**src/rtl/imf_pkg.sv**
```systemverilog
// ----------------------------------------------------------------------------
// imf_pkg
// Image median filter types: sorter link, control states, register indexes.
// ----------------------------------------------------------------------------
package imf_pkg;

  // one value moving between neighboring sort cells
  typedef struct packed {
    logic       vld;
    logic [7:0] dat;
  } link_t;

  typedef enum logic [2:0] {
    S_IDLE,
    S_UPD,
    S_CHK,
    S_GATHER,
    S_SORT,
    S_OUT
  } state_t;

  // register indexes on the configuration port
  localparam logic [1:0] REG_KERNEL   = 2'd0;
  localparam logic [1:0] REG_WIDTH    = 2'd1;
  localparam logic [1:0] REG_HEIGHT   = 2'd2;
  localparam logic [1:0] REG_CHANNELS = 2'd3;

endpackage

```
**src/rtl/imf_sort_cell.sv**
```systemverilog
// ----------------------------------------------------------------------------
// imf_sort_cell
// Insertion-sort cell: keeps the smallest value seen, passes larger ones on.
// ----------------------------------------------------------------------------
module imf_sort_cell (
  input  logic           clk,
  input  logic           rst,
  input  logic           clr,
  input  imf_pkg::link_t lin,
  output imf_pkg::link_t lout,
  output logic           hv,
  output logic [7:0]     held
);

  always_ff @(posedge clk) begin
    if (rst || clr) begin
      hv       <= 1'b0;
      lout.vld <= 1'b0;
    end else begin
      lout.vld <= lin.vld && hv;
      if (lin.vld) begin
        if (!hv) begin
          held <= lin.dat;
          hv   <= 1'b1;
        end else if (lin.dat < held) begin
          held     <= lin.dat;
          lout.dat <= held;
        end else begin
          lout.dat <= lin.dat;
        end
      end
    end
  end

endmodule

```
**src/rtl/imf_sorter.sv**
```systemverilog
// ----------------------------------------------------------------------------
// imf_sorter
// Chain of sort cells; after settling, cell i holds the i-th smallest value.
// ----------------------------------------------------------------------------
module imf_sorter #(
  parameter int CELLS = 49
) (
  input  logic                     clk,
  input  logic                     rst,
  input  logic                     clr,
  input  imf_pkg::link_t           lin,
  input  logic [$clog2(CELLS)-1:0] med_idx,
  output logic [7:0]               med_dat,
  output logic                     med_vld
);

  imf_pkg::link_t       chain [CELLS+1];
  logic [CELLS-1:0]     hv;
  logic [7:0]           held [CELLS];

  assign chain[0] = lin;

  for (genvar i = 0; i < CELLS; i++) begin : g_cell
    imf_sort_cell u_cell (
      .clk  (clk),
      .rst  (rst),
      .clr  (clr),
      .lin  (chain[i]),
      .lout (chain[i+1]),
      .hv   (hv[i]),
      .held (held[i])
    );
  end

  assign med_dat = held[med_idx];
  assign med_vld = hv[med_idx];

endmodule

```
**config.mk**
```make
export PLATFORM = sky130hd
export DESIGN_NAME = imf_sorter
export DESIGN_NICKNAME = d
export VERILOG_FILES = /design/src/rtl/imf_pkg.sv /design/src/rtl/imf_sort_cell.sv /design/src/rtl/imf_sorter.sv
export SDC_FILE = /design/constraint.sdc
export NUM_CORES = 1
export LEC_CHECK = 0
export BUFFER_PORTS_ARGS = -buffer_cell sky130_fd_sc_hd__buf_4
export CORE_MARGIN = 3
export CORE_UTILIZATION = 40
export CTS_CLUSTER_SIZE = 25
export DETAILED_ROUTE_END_ITERATION = 8
export PLACE_DENSITY = 0.55
export SYNTH_ARGS = -nofsm -noshare
export SYNTH_HDL_FRONTEND = slang
export SYNTH_SLANG_ARGS = --single-unit
export TNS_END_PERCENT = 10
```
**constraint.sdc**
```tcl
create_clock -name clk -period 2.2 [get_ports clk]
set_input_delay 0 -clock clk [delete_from_list [all_inputs] [get_ports clk]]
set_output_delay 0 -clock clk [all_outputs]
set_load 0.03 [all_outputs]
```
==> flow_summary.json <==
{
  "dominantRegCellSynth": "edfxtp_1",
  "grt_use_met2": 0.3104,
  "ys_top_cells_by_count": "edfxtp_1 (776), mux2_2 (384), ha_1 (343), inv_1 (343), a21o_1 (196)",
  "synth_area_leaders": "edfxtp_1 (53%), mux2_2 (9.9%), ha_1 (9.8%), dfxtp_1 (4.5%), mux4_2 (4.4%)",
  "synth_edf_count": 776,
  "critPathMaxFanout": 2,
  "cellLeakagePower_uw": 0.01972,
  "ant_nets": 0,
  "grt.busiest_layer": "met2",
  "cts_sinks": 873,
  "n_antenna_cell": 0,
  "antenna_found_initial": 2,
  "synth-seq-cells": 873,
  "grt_max_degree": 73,
  "post_drt_wl_per_cell_um": 21.43,
  "routed_via_density": 5.299,
  "clkTransAtPathRegs_ps": 60,
  "clk_latency_ps": 660,
  "ioPinCount": 27,
  "syn_area_per_cell_um2": 14.69,
  "relSlewSlack": 0.5496,
  "synth_warnings": 0,
  "violations": "setup timing",
  "portBuffers": 26,
  "drt_iter0_markers": 1492,
  "peakVddDrop_v": 0.0005517,
  "area_delta_synth_final_pct": 17.20,
  "grtUsageMet3": 0.02680,
  "use_met1": 0.2394,
  "layout-drive-gt1-share": 0.3093,
  "finalPower_uw": 35210,
  "rows": 120,
  "tightest_slew_ps": 674.2,
  "seqCellArea_mm2": 0.02524,
  "outcome": "finished with violations",
  "worstSetupEndpointType": "output port",
  "overflow": 0,
  "yosysMostFrequentCell": "edfxtp_1",
  "htree_levels": 3,
  "vias": 25170,
  "numCtsBuffers": 100,
  "finalSetupViolCount": 9,
  "drc": 0,
  "fillers": 9237,
  "fp.dieArea_mm2": 0.1130,
  "setup.worst_path.class": "reg -> out",
  "cts_max_path_buffers": 3,
  "worst_ep_arrival_time_ps": 2640,
  "fin_worst_skew_ps": 15.74,
  "coreArea_mm2": 0.1077,
  "layout.nets": 3622,
  "wirelength_um": 101800,
  "hold_class": "in -> reg",
  "slew_violations": 0,
  "dpl.hpwl_um": 75380,
  "layout_worst_path_cycle_share": 1.201,
  "gp_congestion": 0.8237,
  "die_h_um": 336.1,
  "synthArstFlopShare": 0,
  "yosysTopAreaCell": "edfxtp_1",
  "fmax_mhz": 378.4,
  "post-route-min-period_ps": 2642,
  "cp.required_ps": 2200,
  "tritoncts": "done",
  "crit_path_start_kind": "flop",
  "timing.final.ws_setup_ps": -442.4,
  "hold_ws_ps": 99.46,
  "ys_types": 39,
  "seq_area_frac_synth": 0.5791,
  "rsz0062_at_grt": "yes",
  "cts_root_buf": "clkbuf_16",
  "synth_area_mm2": 0.04359,
  "multi_input_area_mm2": 0.01738,
  "finalHoldViolations": 0,
  "yosysTopAreaCellShare": 0.5345,
  "maxCapViolations": 0,
  "start_util": 0.4050,
  "die_w_um": 336.1,
  "p_per_area_mw_per_mm2": 689.2,
  "grt_use_total": 0.1802,
  "grt_pass1_wl_um": 157600,
  "synth_cells": 2967,
  "grt_pass1_vias": 26100,
  "syn_nets": 3328,
  "first_pass_iters": 8
}
## cell type report
type,instances,share of cell area
Inverter,343,0.02520
Clock buffer,149,0.05679
Multi-Input combinational cell,1692,0.3401
Tap cell,1403,0.03436
Timing Repair Buffer,251,0.04293
Sequential cell,873,0.4941
Clock inverter,38,0.006514
## placed cells by master, fill, tap and decap left out, types with 6 or more instances in the layout
master           n
buf_6           25
nor2_4           6
a21oi_1         94
nor3_1           6
o22ai_1          8
a211oi_1         6
and3_2           6
mux4_2          95
mux2i_1         43
clkbuf_16      104
mux2_2         384
buf_12          15
o21ai_2         31
clkinv_1        15
a21o_1         196
o21a_1          49
and3_1          90
nand2b_1        52
nand4_1         49
a211oi_2         9
clkbuf_8        13
nor2_1          17
mux2i_4          8
a21oi_2         64
a21oi_4          7
buf_4          200
bufinv_16        6
dlygate4sd3_1   11
clkinv_2        14
o21ai_4         21
clkbuf_1        32
nand2_1         60
dfxtp_1         97
o211ai_1         8
edfxtp_1       776
inv_1          341
ha_1           338
nor2b_1         14
## stage by stage
stage                     cells  setup slack (ps)  cell area [µm²]  utilization  setup TNS [ps]
after CTS                  4729            -490.6            50410       0.4683           -5246
after detailed placement   4505            -193.0            46540       0.4323          -715.8
after global routing       4749            -535.1            51090       0.4746          -17160
after global placement     4505            -162.2            46540       0.4323          -252.6
after floorplan            2967             6.304            43590            -               0
final                      4749            -442.4            51090       0.4746           -3640
## flip-flops by register name, summed over array words and instances (netlist names)
signal and count:
g_cell.u_cell.lout 432, g_cell.u_cell.held 392, g_cell.u_cell.hv 49
## cells by family after synthesis
| family | share of synthesized area |
|---|---|
| mux | 0.1640 |
| flops | 0.5791 |
| buf+inv | 0.04067 |
| fa+ha+maj | 0.09844 |
| simple gates | 0.03989 |
| compound gates | 0.07792 |
## critical path: stages (launching register included)
cell      delay (ps)
edfxtp_1         390
buf_6            140
mux4_2           480
mux2i_4          260
buf_6            160
a211oi_2          60
a21oi_2          150
buf_4            150
nor2_4            40
buf_6            140
## power breakdown
part / internal (µW) / leakage (µW) / switching, µW / total (µW)
Sequential: 17800 / 0.00647 / 7.98 / 17800
Combinational: 424 / 0.0117 / 558 / 982
Clock: 9780 / 0.00159 / 6660 / 16400
## timing repair
item | 4_1_cts | 5_1_grt
hold endpoints to repair | 75 | 0
gates resized for setup | 86 | 109
endpoints found under the setup margin | 44 | 569
pin swaps | 24 | 37
hold buffers | 11 | 0
cloned | 0 | 4
buffers inserted | 29 | 17
## path summary, 6_finish.rpt
path	startpoint	end	slack, ps	depth (start not counted)
setup / recovery	g_cell[5].u_cell.held[5]	med_dat[5]	-440	9
hold / removal	lin[3]	g_cell[0].u_cell.held[3]	100	2
hold reg to reg	g_cell[47].u_cell.lout[3]	g_cell[48].u_cell.held[3]	460	0
setup reg to reg	g_cell[11].u_cell.held[5]	g_cell[11].u_cell.held[5]	0	9
## per-layer routing
layer,routed length [µm],vias to the layer above
li1,-,11910
met1,45310,12690
met2,50570,419
met3,3578,142
met4,2293,4
met5,27,-
Power figures use the tool's default switching activity.
